File: src/sv/bqc_pkg.sv
// ----------------------------------------------------------------------------
// bqc_pkg
// Shared types and fixed formats of the biquad cascade: item actions,
// coefficient selects, accumulator operations and the state word format.
// ----------------------------------------------------------------------------
`default_nettype none

package bqc_pkg;

    // state words are Q9.39, the accumulator keeps two guard bits
    localparam int ST_BITS   = 48;
    localparam int ST_FRAC   = 39;
    localparam int ACC_BITS  = 50;
    localparam int NUM_COEFS = 5;

    typedef enum logic [1:0] {
        ACT_FILTER = 2'd0,
        ACT_COEF   = 2'd1,
        ACT_CLEAR  = 2'd2,
        ACT_NOP    = 2'd3
    } t_action;

    typedef enum logic [2:0] {
        CF_B0 = 3'd0,
        CF_B1 = 3'd1,
        CF_B2 = 3'd2,
        CF_A1 = 3'd3,
        CF_A2 = 3'd4
    } t_coef_sel;

    typedef enum logic [1:0] {
        ACC_HOLD   = 2'd0,
        ACC_LOAD_W = 2'd1,
        ACC_SUB    = 2'd2,
        ACC_LOAD   = 2'd3
    } t_acc_op;

    typedef struct packed {
        logic    use_y;
        t_acc_op acc_op;
    } t_mac_ctl;

endpackage

`default_nettype wire

File: src/sv/bqc_state_mem.sv
// ----------------------------------------------------------------------------
// bqc_state_mem
// Filter state store, one row of two state words per stage and channel.
// Row valid bits give the zero reset and a clear that empties every row at once.
// ----------------------------------------------------------------------------
`default_nettype none

module bqc_state_mem #(
    parameter int NROWS = 16,
    localparam int RAW = (NROWS > 1) ? $clog2(NROWS) : 1
) (
    input  wire                                  i_clk,
    input  wire                                  i_rst_n,
    input  wire                                  i_clr,
    input  wire                                  i_we,
    input  wire [RAW-1:0]                        i_wrow,
    input  wire signed [bqc_pkg::ST_BITS-1:0]    i_wdata0,
    input  wire signed [bqc_pkg::ST_BITS-1:0]    i_wdata1,
    input  wire                                  i_re,
    input  wire [RAW-1:0]                        i_rrow,
    output logic signed [bqc_pkg::ST_BITS-1:0]   o_w0,
    output logic signed [bqc_pkg::ST_BITS-1:0]   o_w1
);
    import bqc_pkg::*;

    logic [2*ST_BITS-1:0] r_mem [NROWS];
    logic [NROWS-1:0]     r_vld;
    logic [2*ST_BITS-1:0] r_rdata;
    logic                 r_vld_q;

    always_ff @(posedge i_clk) begin
        if (i_we) begin
            r_mem[i_wrow] <= {i_wdata1, i_wdata0};
        end
        if (i_re) begin
            r_rdata <= r_mem[i_rrow];
        end
    end

    always_ff @(posedge i_clk) begin
        if (!i_rst_n) begin
            r_vld   <= '0;
            r_vld_q <= 1'b0;
        end else begin
            if (i_clr) begin
                r_vld <= '0;
            end else if (i_we) begin
                r_vld[i_wrow] <= 1'b1;
            end
            if (i_re) begin
                r_vld_q <= r_vld[i_rrow];
            end
        end
    end

    // rows not written since reset or clear read as zero
    assign o_w0 = r_vld_q ? r_rdata[ST_BITS-1:0]         : '0;
    assign o_w1 = r_vld_q ? r_rdata[2*ST_BITS-1:ST_BITS] : '0;

endmodule

`default_nettype wire

File: config.mk
export PLATFORM = sky130hd
export DESIGN_NAME = bqc_state_mem
export DESIGN_NICKNAME = d
export VERILOG_FILES = /design/src/sv/bqc_pkg.sv /design/src/sv/bqc_state_mem.sv
export SDC_FILE = /design/constraint.sdc
export NUM_CORES = 1
export LEC_CHECK = 0
export ABC_AREA = 1
export ABC_CLOCK_PERIOD_IN_PS = 7300
export BUFFER_PORTS_ARGS = -buffer_cell sky130_fd_sc_hd__buf_2
export CAP_MARGIN = 20
export CORE_MARGIN = 4
export CORE_UTILIZATION = 40
export DETAILED_ROUTE_END_ITERATION = 10
export PLACE_DENSITY = 0.57
export SKIP_LAST_GASP = 1
export SYNTH_ARGS = -nofsm -noshare
export SYNTH_HDL_FRONTEND = slang
export SYNTH_SLANG_ARGS = --single-unit
File: constraint.sdc
create_clock -name i_clk -period 7.3 [get_ports i_clk]
set_clock_uncertainty 0.2 [all_clocks]
set_input_delay 0.73 -clock i_clk [delete_from_list [all_inputs] [get_ports i_clk]]
set_output_delay 0.73 -clock i_clk [all_outputs]
set_load 0.1 [all_outputs]
## Yosys cells after proc, flatten, opt, wreduce, memory -nomap -nowiden

Memories as Yosys holds them, arrays and structs flattened. A register that Yosys moved wholly into a read port is not among the register bits.
Index checks and enable logic that the tools add are counted.

- Output and inout bits: 96
- Memories: 1
- Register bits after elaboration: 17
- Input port bits: 109
- Memory bits (writable): 1536

- Order comparisons: 3
- Reductions and logical operators: 2
- Multiplexer cells: 8
- Bitwise logic cells: 2

Memories:

| memory | words | bits a word | read ports | clocked after Yosys merged registers in | wr ports | RTL line | RTL |
|---|---|---|---|---|---|---|---|
| r_mem | 16 | 96 | 1 | 1 | 1 | bqc_state_mem.sv:26 | `logic [2*ST_BITS-1:0] r_mem [NROWS];` |

Operators with widths:

| cell | count |
|---|---|
| $mux W48 | 2 |
| $or A16 B16 Y16 | 1 |
| $lt A4 B5 Y1 const B | 2 |
| $bmux W1 S4 | 1 |
| $demux W1 S4 | 1 |
| $ge A4 B1 Y1 const B | 1 |
| $mux W1 | 4 |
| $reduce_or A2 Y1 | 1 |
| $logic_and A1 B1 Y1 | 1 |
| $not A1 Y1 | 1 |

## Logic depth before layout (Yosys ltp)

- Depth after elaboration: 5
- Mapped depth: 12

## Least setup slack after synthesis

OpenSTA, ideal clock, no wires.

- Path type: input-to-reg
- Start: input i_we
- End: memory r_mem[12][0] (netlist bit), enable pin
- Slack: 1.493 ns
- Arrival time: 5.054 ns
- Stages: 4
- Data required time: 6.547 ns
- Path through: inv_1 nor3_1 inv_1 nor2_1

- Word-level cells in the longest chain between the ends: 2

RTL lines:

| item | RTL line | RTL |
|---|---|---|
| start, declared | bqc_state_mem.sv:15 | `input wire i_we,` |
| $mux W1 | bqc_state_mem.sv:32 | `if (i_we) begin` |
| $mux W1 (not written as such) | bqc_state_mem.sv:33 | `r_mem[i_wrow] <= {i_wdata1, i_wdata0};` |
| end, declared | bqc_state_mem.sv:26 |  |

No other way between the ends.

## Final worst setup path

- Start: register r_vld_q
- End: output o_w1[21] (netlist bit)

- Word-level cells in the longest chain between the ends: 1

RTL lines:

| item | RTL line | RTL |
|---|---|---|
| start, declared | bqc_state_mem.sv:29 | `logic r_vld_q;` |
| start signal, assigned | bqc_state_mem.sv:51 | `r_vld_q <= r_vld[i_rrow];` |
| $mux W48 | bqc_state_mem.sv:58 | `assign o_w1 = r_vld_q ? r_rdata[2*ST_BITS-1:ST_BITS] : '0;` |
| end, declared | bqc_state_mem.sv:22 | `output logic signed [bqc_pkg::ST_BITS-1:0] o_w1` |

No other way between the ends.

==> impl_metrics.py <==
metrics = {
    "timing": {
        "final-hold-violation-count": 0,
        "hold_ws_ns": 0.1284,
        "maxSlewHeadroom_pct": 20.48,
        "period_needed_ns": 4.339,
        "rsz0062_at_grt": "no",
        "layout_setup_ws_ns": 2.961,
        "finalCritPeriodShare_pct": 59.43,
        "slew_viol_final": 0,
        "setup_tns_ns": 0,
        "clock.fmax_ghz": 0.2305,
        "worst_pin_slew_ns": 1.193,
        "report.final.setup_viol": 0,
    },
    "floorplan": {
        "dieWidth_um": 408.9,
        "core_area_sq_um": 159100,
        "die_area_sq_um": 167200,
        "die_h_um": 408.9,
        "ios": 205,
        "start_util_pct": 40.40,
        "placementRows": 146,
    },
    "place": {
        "gp_congestion": 0.7078,
        "hpwl_um": 70780,
        "pre_cts_ws_ns": 3.216,
        "port_buffers": 204,
    },
    "clocking": {
        "cts_hold_buf": 0,
        "htreeDepth": 4,
        "clock_latency_ns": 0.78,
        "cts_setup_buffers": 0,
        "clock_sinks": 1649,
        "cts_root_buf": "clkbuf_16",
        "cts_buffer_depth": 3,
        "cts_resized": 0,
        "clk_pin_slew_ns": 0.06,
        "cts_buffers": 163,
        "cts_tree": "done",
    },
    "layout": {
        "fin_nets": 5003,
        "syn_to_final_growth_pct": 12.21,
        "fillers": 14188,
        "drive_above_1_share_pct": 9.455,
        "post-route-util_pct": 45.34,
    },
    "setup_path": {
        "crit_slowest_cell": "dfxtp_4",
        "cp-start-kind": "flip-flop",
        "worstPathCellList": "buf_4 -> nand2_1 -> inv_1 -> buf_2",
        "cpPeakStageDelay_ns": 0.95,
        "arrival_ns": 3.41,
        "crit_type": "flip-flop to output port",
        "end_kind": "output port",
        "path_delay_family": "buffers and inverters",
        "cp_max_fo": 54,
        "required_ns": 6.37,
        "path_buf_inv": 3,
    },
    "yosys": {
        "syn-num-nets": 4923,
        "ys_warn_count": 0,
        "yosysSeqAreaShare_pct": 76.77,
        "netlist-cell-type-count": 21,
        "syn_area_sq_um": 64280,
        "synth_top_area_share_pct": 76.24,
        "avgSynthCellArea_sq_um": 13.35,
        "synth_top_area_cell": "edfxtp_1",
        "synthTopCellsByArea": "edfxtp_1, nor2_1, o21ai_0, o211ai_1, nand3_1",
        "ys_ff_latch": 1649,
        "syn-instance-count": 4814,
    },
    "grt": {
        "grt_max_degree": 219,
        "grt_pass1_vias": 37809,
        "grt_pass1_wl_um": 250100,
        "antenna_found_initial": 41,
        "track_usage_pct": 19.96,
        "grt_use_met2_pct": 31.40,
        "grtUsageMet3_pct": 3.860,
        "grtUsageMet1_pct": 28.24,
        "grt.busiest_layer": "met2",
        "grt-ovfl-total": 0,
    },
    "job": {
        "cap_violations": 0,
    },
    "routing": {
        "antenna_left": 0,
        "routed_wl_um": 171100,
        "dr.pass1.iters": 5,
        "drtIter0Drc": 4010,
        "post_drt_wl_per_cell_um": 23.85,
        "vias_per_cell": 5.444,
        "vias": 39063,
        "drc": 0,
    },
    "outcome": {
        "outcome": "completed",
    },
    "min_path": {
        "min_path_type": "input port to flip-flop",
    },
    "pwr": {
        "vdd_drop_max_mv": 0.2855,
        "power_per_cell_area_nw_per_um2": 274.0,
        "leakagePower_nw": 23.79,
    },
}
-- layout make-up --
cell class / instances / area [sq um] / area share (%)
antenna: 16 / 40.04 / 0.05551
clock buffer: 216 / 4446 / 6.163
clock inverter: 68 / 422.9 / 0.5863
inverter: 110 / 440.4 / 0.6106
multi-input combinational: 2721 / 13090 / 18.14
sequential: 1649 / 49350 / 68.42
tap: 2146 / 2685 / 3.722
timing repair buffer: 249 / 1664 / 2.307
-- where the power goes --
| part | total [mW] | switching (mW) | leakage, nW | internal, mW |
|---|---|---|---|---|
| Sequential | 10.7 | 0.0774 | 15.0 | 10.7 |
| Clock | 7.81 | 3.42 | 2.38 | 4.39 |
| Combinational | 1.23 | 0.957 | 6.46 | 0.273 |
| Total | 19.8 | 4.45 | 23.8 | 15.3 |
-- state kept, by name, summed over array words and instances, names as in the netlist --
register / cells
r_mem: 1536
r_rdata: 96
r_vld: 16
r_vld_q: 1
-- synth_stat cells (all sizes together) --
cell	number
buf	147
clkbuf	187
clkinv	1
dfxtp	17
edfxtp	1632
inv	109
nand2	215
nand3	207
nor2	1142
nor3	2
o211ai	326
o21ai	768
o21ba	2
o221ai	58
or2	1
-- cells by family after synthesis --
family	after synthesis	share of synthesized area, %
simple gates	1567	9.561
flops	1649	76.77
buf+inv	444	3.066
compound gates	1154	10.61
-- layer usage --
metal | wire length [um] | share of wire, %
met5 | 135 | 0.079
met2 | 78590 | 46
met4 | 4220 | 2.5
met1 | 76360 | 45
met3 | 11830 | 6.9
-- cell usage in the layout, fill, tap and decap left out --
cell and count:
edfxtp_1 1632, nor2_1 1126, o21ai_0 738, o211ai_1 326, nand2_1 215, nand3_1 207
buf_2 199, clkbuf_16 169, inv_1 106, o221ai_1 58, clkbuf_1 43, clkinv_1 40
o21ai_1 30, buf_4 24, buf_12 21, clkinv_2 17, diode_2 16, nor2_4 16
dfxtp_1 16, inv_6 5, bufinv_16 4, clkbuf_8 4, inv_8 3, buf_8 3
nor3_1 2, o21ba_2 2, buf_6 2, or2_2 1, clkinvlp_4 1, clkinv_4 1
clkinv_8 1, dfxtp_4 1
-- path summary, 6_finish.rpt --
path	startpoint	endpoint	slack [ns]	cells past startpoint
worst max register to register	r_vld_q	r_vld_q	5.04	5
worst max-delay path	r_vld_q	o_w1[21]	2.96	4
worst min-delay path	i_wdata1[9]	r_mem[10][57]	0.13	1
worst min register to register	r_vld[12]	r_vld[12]	0.27	2
-- stage by stage --
stage | total power, mW | cells | cell area (sq um)
6_report | 19.77 | 7175 | 72130
5_1_grt | 20.43 | 7167 | 72110
4_1_cts | 19.93 | 7159 | 72090
3_5_place_dp | 12.17 | 6875 | 67230
3_3_place_gp | 12.15 | 6875 | 67230
2_1_floorplan | 11.71 | 4814 | 64280
Note: power is estimated with default switching activity, not from simulation.
