[src/sv/bqc_pkg.sv]
// ----------------------------------------------------------------------------
// bqc_pkg
// Shared types and fixed formats of the biquad cascade: item actions,
// coefficient selects, accumulator operations and the state word format.
// ----------------------------------------------------------------------------
`default_nettype none

package bqc_pkg;

    // state words are Q9.39, the accumulator keeps two guard bits
    localparam int ST_BITS   = 48;
    localparam int ST_FRAC   = 39;
    localparam int ACC_BITS  = 50;
    localparam int NUM_COEFS = 5;

    typedef enum logic [1:0] {
        ACT_FILTER = 2'd0,
        ACT_COEF   = 2'd1,
        ACT_CLEAR  = 2'd2,
        ACT_NOP    = 2'd3
    } t_action;

    typedef enum logic [2:0] {
        CF_B0 = 3'd0,
        CF_B1 = 3'd1,
        CF_B2 = 3'd2,
        CF_A1 = 3'd3,
        CF_A2 = 3'd4
    } t_coef_sel;

    typedef enum logic [1:0] {
        ACC_HOLD   = 2'd0,
        ACC_LOAD_W = 2'd1,
        ACC_SUB    = 2'd2,
        ACC_LOAD   = 2'd3
    } t_acc_op;

    typedef struct packed {
        logic    use_y;
        t_acc_op acc_op;
    } t_mac_ctl;

endpackage

`default_nettype wire

[src/sv/bqc_mac.sv]
// ----------------------------------------------------------------------------
// bqc_mac
// Shared multiply-accumulate unit: one registered coefficient-by-sample
// product, rounding into the state format, accumulate, saturation and the
// rounding of a stage output back to the sample format.
// ----------------------------------------------------------------------------
`default_nettype none

module bqc_mac #(
    parameter int SAMPLE_BITS = 24,
    parameter int COEF_BITS   = 32
) (
    input  wire                                  i_clk,
    input  wire signed [COEF_BITS-1:0]           i_coef,
    input  wire signed [SAMPLE_BITS-1:0]         i_x,
    input  wire signed [SAMPLE_BITS-1:0]         i_y,
    input  wire signed [bqc_pkg::ST_BITS-1:0]    i_w,
    input  bqc_pkg::t_mac_ctl                    i_ctl,
    output logic signed [bqc_pkg::ST_BITS-1:0]   o_state,
    output logic signed [SAMPLE_BITS-1:0]        o_y
);
    import bqc_pkg::*;

    localparam int PW      = SAMPLE_BITS + COEF_BITS;
    localparam int PSH     = (SAMPLE_BITS - 1) + (COEF_BITS - 4) - ST_FRAC;
    localparam int SH_R    = (PSH > 0) ? PSH : 0;
    localparam int SH_L    = (PSH < 0) ? -PSH : 0;
    localparam int HALF_SH = (SH_R > 0) ? SH_R - 1 : 0;
    localparam int RW      = PW + SH_L + 1;
    localparam logic [RW-1:0] HALF = (SH_R > 0) ? (RW'(1) << HALF_SH) : RW'(0);
    localparam int YSH     = ST_FRAC - (SAMPLE_BITS - 1);
    localparam int TW      = ST_BITS + 1;
    localparam logic [TW-1:0] YHALF = TW'(1) << (YSH - 1);

    localparam logic signed [ACC_BITS-1:0] ST_MAX =
        {{(ACC_BITS-ST_BITS+1){1'b0}}, {(ST_BITS-1){1'b1}}};
    localparam logic signed [ACC_BITS-1:0] ST_MIN =
        {{(ACC_BITS-ST_BITS+1){1'b1}}, {(ST_BITS-1){1'b0}}};
    localparam logic signed [TW-1:0] SMP_MAX =
        {{(TW-SAMPLE_BITS+1){1'b0}}, {(SAMPLE_BITS-1){1'b1}}};
    localparam logic signed [TW-1:0] SMP_MIN =
        {{(TW-SAMPLE_BITS+1){1'b1}}, {(SAMPLE_BITS-1){1'b0}}};

    logic signed [PW-1:0]       r_prod;
    logic signed [ACC_BITS-1:0] r_acc;
    logic signed [SAMPLE_BITS-1:0] opnd;
    logic signed [RW-1:0]       pext;
    logic signed [RW-1:0]       rsum;
    logic signed [RW-1:0]       rshift;
    logic signed [ACC_BITS-1:0] rnd;
    logic signed [ACC_BITS-1:0] n_acc;
    logic signed [TW-1:0]       ysum;
    logic signed [TW-1:0]       yq;
    logic                       rcorr;

    assign opnd = i_ctl.use_y ? i_y : i_x;

    always_ff @(posedge i_clk) begin
        r_prod <= i_coef * opnd;
        r_acc  <= n_acc;
    end

    // round the magnitude to nearest, ties away from zero
    assign rcorr  = r_prod[PW-1] && (SH_R > 0);
    assign pext   = RW'(r_prod) <<< SH_L;
    assign rsum   = pext + HALF - {{(RW-1){1'b0}}, rcorr};
    assign rshift = rsum >>> SH_R;
    assign rnd    = ACC_BITS'(rshift);

    always_comb begin
        unique case (i_ctl.acc_op)
            ACC_HOLD:   n_acc = r_acc;
            ACC_LOAD_W: n_acc = ACC_BITS'(i_w) + rnd;
            ACC_SUB:    n_acc = r_acc - rnd;
            ACC_LOAD:   n_acc = rnd;
            default:    n_acc = r_acc;
        endcase
    end

    always_comb begin
        if (r_acc > ST_MAX) begin
            o_state = ST_BITS'(ST_MAX);
        end else if (r_acc < ST_MIN) begin
            o_state = ST_BITS'(ST_MIN);
        end else begin
            o_state = ST_BITS'(r_acc);
        end
    end

    // state to sample format: round half up, then saturate
    assign ysum = TW'(o_state) + YHALF;
    assign yq   = ysum >>> YSH;

    always_comb begin
        if (yq > SMP_MAX) begin
            o_y = SAMPLE_BITS'(SMP_MAX);
        end else if (yq < SMP_MIN) begin
            o_y = SAMPLE_BITS'(SMP_MIN);
        end else begin
            o_y = SAMPLE_BITS'(yq);
        end
    end

endmodule

`default_nettype wire

[config.mk]
export PLATFORM = sky130hd
export DESIGN_NAME = bqc_mac
export DESIGN_NICKNAME = d
export VERILOG_FILES = /design/src/sv/bqc_pkg.sv /design/src/sv/bqc_mac.sv
export SDC_FILE = /design/constraint.sdc
export NUM_CORES = 2
export LEC_CHECK = 0
export BUFFER_PORTS_ARGS = -buffer_cell sky130_fd_sc_hd__buf_4
export CAP_MARGIN = 0
export CORE_ASPECT_RATIO = 1.75
export CORE_MARGIN = 2
export CORE_UTILIZATION = 50
export CTS_CLUSTER_DIAMETER = 30
export DETAILED_ROUTE_END_ITERATION = 16
export PLACE_DENSITY = 0.67
export SYNTH_ARGS = -nofsm -noshare
export SYNTH_HDL_FRONTEND = slang
export SYNTH_SLANG_ARGS = --single-unit
[constraint.sdc]
create_clock -name i_clk -period 12.7 [get_ports i_clk]
set_input_delay 2.54 -clock i_clk [delete_from_list [all_inputs] [get_ports i_clk]]
set_output_delay 2.54 -clock i_clk [all_outputs]
set_load 0.05 [all_outputs]
# Yosys cells after proc, flatten, opt, wreduce, memory -nomap -nowiden
# Index checks and enable logic that the tools add are counted.
word_totals:
  ff_bits: 106
  latchBits: 0
  mem_bits_rw: 0
  romBits: 0
  input_bits: 132
  out_inout_bits: 72
  wordCells: 22
  mem_count: 0
op_classes:
  addsub: 5
  multipliers: 1
  n_div: 0
  magnitude_cmp: 4
  n_eq_ne: 3
  n_shift: 0
  n_mux: 6
  n_bitwise: 0
  n_reduce_logical: 1
op_table:
  columns: ["operator", "count"]
  rows:
  - ["50-bit one-hot mux with 3 select lines", 1]
  - ["48-bit two-way mux", 2]
  - ["24-bit two-way mux", 3]
  - ["56-bit by 13-bit adder with 57-bit output, second input constant", 1]
  - ["57-bit by 1-bit subtractor with 57-bit output", 1]
  - ["32-bit by 24-bit multiplier with 56-bit output", 1]
  - ["50-bit by 48-bit > comparator with 1-bit output, second input constant", 1]
  - ["50-bit by 48-bit less-than comparator with 1-bit output, second input constant", 1]
  - ["50-bit by 45-bit subtractor with 50-bit output", 1]
  - ["48-bit by 17-bit adder with 49-bit output, second input constant", 1]
  - ["48-bit by 45-bit adder with 49-bit output", 1]
  - ["33-bit by 24-bit > comparator with 1-bit output, second input constant", 1]
  - ["33-bit by 24-bit less-than comparator with 1-bit output, second input constant", 1]
  - ["2-bit equality test, second input constant", 2]
  - ["2-bit by 1-bit equality test with 1-bit output, second input constant", 1]
  - ["2-bit zero test", 1]

# Longest topological paths before layout
logic_depth:
  ltp_word: 7
  depth_mapped: 30
  depth_no_buf: 27

# Least setup slack after synthesis
# OpenSTA, ideal clock, no wires.
synth_timing:
  kind: "input port to flip-flop"
  startpoint: "input port i_ctl[2] (netlist name)"
  endpoint: "register r_prod[55]"
  setup_time_ns: 0.121
  arrival_time_ns: 10.083
  required_time_ns: 12.579
  slack_ns: 2.496
  cell_stages: 28
  path_buffers: 4
  path_cell_list: "clkbuf_1 > buf_1 > mux2i_1 > clkbuf_1 > nor2b_1 > fa_1 > fa_1 > inv_1 > fa_1 > fa_1 > inv_1 > fa_1 > fa_1 > inv_1 > fa_1 > inv_1 > ha_1 > clkbuf_1 > a21o_1 > a21o_1 > a211o_1 > nor3b_1 > a2111o_1 > a31oi_4 > o21ai_2 > a311oi_4 > o21ai_2 > xnor2_1"
synth_via:
  elab_chain_cells: 2
synth_lines:
  columns: ["item", "line", "text"]
  rows:
  - ["start: declaration", "bqc_mac.sv:18", "input bqc_pkg::t_mac_ctl i_ctl,"]
  - ["24-bit two-way mux", "bqc_mac.sv:56", "assign opnd = i_ctl.use_y ? i_y : i_x;"]
  - ["32-bit by 24-bit multiplier with 56-bit output", "bqc_mac.sv:59", "r_prod <= i_coef * opnd;"]
  - ["end signal: assignment", "bqc_mac.sv:59", null]
  - ["end: declaration", "bqc_mac.sv:44", "logic signed [PW-1:0] r_prod;"]
# No other way between the ends.
# A chain may end at the register's enable or synchronous reset.

# Worst setup path after layout
layout_timing:
  startpoint: "input port i_ctl[2] (netlist name)"
  endpoint: "register r_prod[54]"
# Same word-level chain as after synthesis.

==> results.py <==
metrics = {
    "cts": {
        "cts_tree": "built",
        "hold_buffers": 0,
        "postCtsSetupRepairBufs": 0,
        "clockRootBuffer": "clkbuf_16",
        "cts_num_sinks": 106,
        "path_clk_slew_ns": 0.08,
        "h-tree-depth": 3,
        "cts_made_buffers": 9,
        "clkLatencyLatePin_ns": 0.39,
        "clockBufferDepth": 2,
        "ctsResizeCount": 0,
    },
    "route": {
        "vias": 33750,
        "wl_per_cell_um": 20.62,
        "dr.pass1.iters": 5,
        "ant_nets": 0,
        "drt_iter0_drc": 1880,
        "wl_um": 122300,
        "drc": 0,
        "viasPerCell": 5.691,
    },
    "floorplanning": {
        "rows": 139,
        "start_util": 0.5037,
        "core-area_um2": 81910,
        "dieArea_um2": 84930,
        "io_pins": 204,
        "die_w_um": 221.2,
        "die_h_um": 384.0,
    },
    "timing": {
        "final-setup-viol-count": 0,
        "timing.fmax_mhz": 94.18,
        "fin_tns_setup_ns": 0,
        "worst_pin_slew_ns": 1.029,
        "max_slew_margin": 0.3141,
        "skew_ns": 0.01564,
        "final_hold_viol_count": 0,
        "rsz0062_at_grt": "false",
        "fin_crit_ns": 10.62,
        "drv_slew": 0,
        "fin_crit_sh": 0.8361,
    },
    "synthesis": {
        "netlist_area_um2": 41260,
        "synth_cell_types": 95,
        "async_flop_share": 0,
        "ys.flop_type": "dfxtp_1",
        "syn_nets": 6087,
        "synth-seq-cells": 106,
        "syn_inst": 4867,
        "ys_warn_count": 0,
        "synth_top_area_cell": "fa_1",
        "synth_edf_count": 50,
        "synth_area_per_cell_um2": 8.478,
        "yosys-top-cells-area": "fa_1, ha_1, inv_1",
        "synth.top_cell.area_share": 0.3809,
        "ys_seq_area_frac": 0.06356,
    },
    "global_routing": {
        "antenna_found_initial": 1,
        "gr-usage-met2": 0.5525,
        "grt_pass1_vias": 36450,
        "overflow": 0,
        "grt_max_degree": 57,
        "use_met3": 0.02689,
        "grt.busiest_layer": "met2",
        "grt_use_met1": 0.3175,
        "grt_pass1_wl_um": 193900,
        "grt.total_usage": 0.2913,
    },
    "layout": {
        "drive_gt1_frac": 0.06587,
        "finalNetCount": 6088,
        "fill_cells": 7764,
        "fin_cells": 5930,
        "area_growth_pct": 6.143,
        "fin_area_um2": 43800,
        "num_antenna_cells": 0,
    },
    "worst_setup_path": {
        "crit_type": "in2reg",
        "cp.arrival_ns": 10.93,
        "r2r_start": "r_prod[9]",
        "crit_fanout": 24,
        "critPathRequiredTime_ns": 13.01,
        "critical_path.startpoint": "i_ctl[2]",
        "rr_worst_depth": 22,
        "cp-end-kind": "flip-flop",
        "r2r_slack_ns": 6.32,
        "crit_path_start_kind": "input pin",
    },
    "placed_design": {
        "portBuffers": 203,
        "dp.cells": 5914,
        "dpl.hpwl_um": 98330,
        "gp_congestion": 0.9404,
        "place_area_um2": 43470,
    },
    "hold_path": {
        "min_path_type": "reg2reg",
        "holdPathStages": 5,
        "hp-start": "r_acc[0]",
    },
    "outcome": {
        "status": "completed",
    },
    "run": {
        "cap_violations": 0,
    },
}
==> flip-flops by register name, summed over array words and instances (netlist names) <==
| register | cells |
|---|---|
| r_prod | 56 |
| r_acc | 50 |
==> layout make-up <==
cell class	instances	area (um2)	share of cell area
sequential	106	2623	0.05988
clock inverter	6	78.83	0.001800
timing repair buffer	225	1689	0.03857
clock buffer	10	250.2	0.005714
multi-input combinational	3581	34290	0.7829
tap	1057	1323	0.03020
inverter	945	3547	0.08099
==> through the flow <==
stage               utilization  setup slack (ns)  hold slack [ns]
finish                   0.5347             2.082           0.9766
global route             0.5347             1.584            1.035
detailed placement       0.5306             1.726           0.9632
global placement         0.5306             1.835           0.9554
floorplan                     -             2.497           0.8649
CTS                      0.5347             2.125           0.9766
==> critical path, cell delays in order <==
cell	delay, ns
buf_4	0.42
mux2i_4	0.83
nand2b_1	0.24
inv_1	0.10
fa_1	0.64
fa_1	0.70
inv_1	0.20
fa_1	0.94
inv_1	0.21
fa_1	0.50
fa_1	0.57
fa_1	0.42
fa_1	0.44
ha_1	0.39
and3_1	0.24
a311oi_1	0.33
nand2_1	0.08
o21ai_0	0.39
o21ai_1	0.19
a221oi_1	0.34
xnor2_1	0.15
==> Yosys cell counts, types with 12 or more instances <==
library cell	number
a21o_1	122
mux2_2	20
fa_1	785
a21oi_1	255
nand4_1	47
xor2_1	69
ha_1	303
nor2_1	160
o21a_1	31
mux2i_1	17
and2_1	208
o211ai_1	18
inv_1	944
xnor2_1	144
dfxtp_1	56
and3_1	27
o21ai_0	136
or2_2	16
a31oi_1	34
a211o_1	12
nor3_1	33
o21ai_1	26
nor2b_1	200
nand2b_1	41
a211oi_1	30
o21bai_1	30
clkbuf_1	211
nand2_1	572
edfxtp_1	50
nand3_1	49
==> kinds of logic after synthesis <==
| group | count (synthesis) | synth area share |
|---|---|---|
| flip-flops | 106 | 0.06356 |
| adder cells (fa/ha/maj) | 1088 | 0.4727 |
| multiplexers | 37 | 0.009582 |
| buffers and inverters | 1180 | 0.1082 |
| XOR/XNOR | 213 | 0.04521 |
| AO/OA/AOI/OAI | 831 | 0.1312 |
| AND/OR/NAND/NOR | 1412 | 0.1695 |
==> worst paths after layout <==
kind,end
min reg2reg,r_acc[0]
min,r_acc[0]
max reg2reg,r_acc[45]
max,r_prod[54]
==> per-layer routing <==
metal / wire [um] / vias up
met2: 64650 / 1241
met4: 7355 / 0
met3: 6133 / 383
met1: 44150 / 16780
met5: 0 / -
li1: - / 15350
==> cells in the final DEF, fill, tap and decap left out, types with 9 or more instances in the layout <==
cell type and n:
and3_1 27, nor3_1 33, a221oi_1 11, xor2_1 69, o211ai_1 18, a211o_1 12
nand3_1 49, clkbuf_16 10, o21bai_1 30, nand2b_1 41, a211oi_1 30, nand2_1 571
or2_2 16, nor2_1 160, o2111ai_1 10, o21a_1 31, a31oi_1 33, mux2_2 20
xnor2_1 144, a21o_1 122, o21ai_0 135, buf_4 225, mux2i_1 10, a21oi_1 255
o21ai_1 25, nand4_1 47, nor4_1 9, o31ai_1 10, ha_1 303, inv_1 944
fa_1 785, a41oi_1 10, dfxtp_1 56, or3_1 10, edfxtp_1 50, nor2b_1 200
and2_1 208, and4_1 11
Power is left out: the tool's default activity adds up to more than one toggle a clock period on the data nets, which glitch-free logic cannot reach.
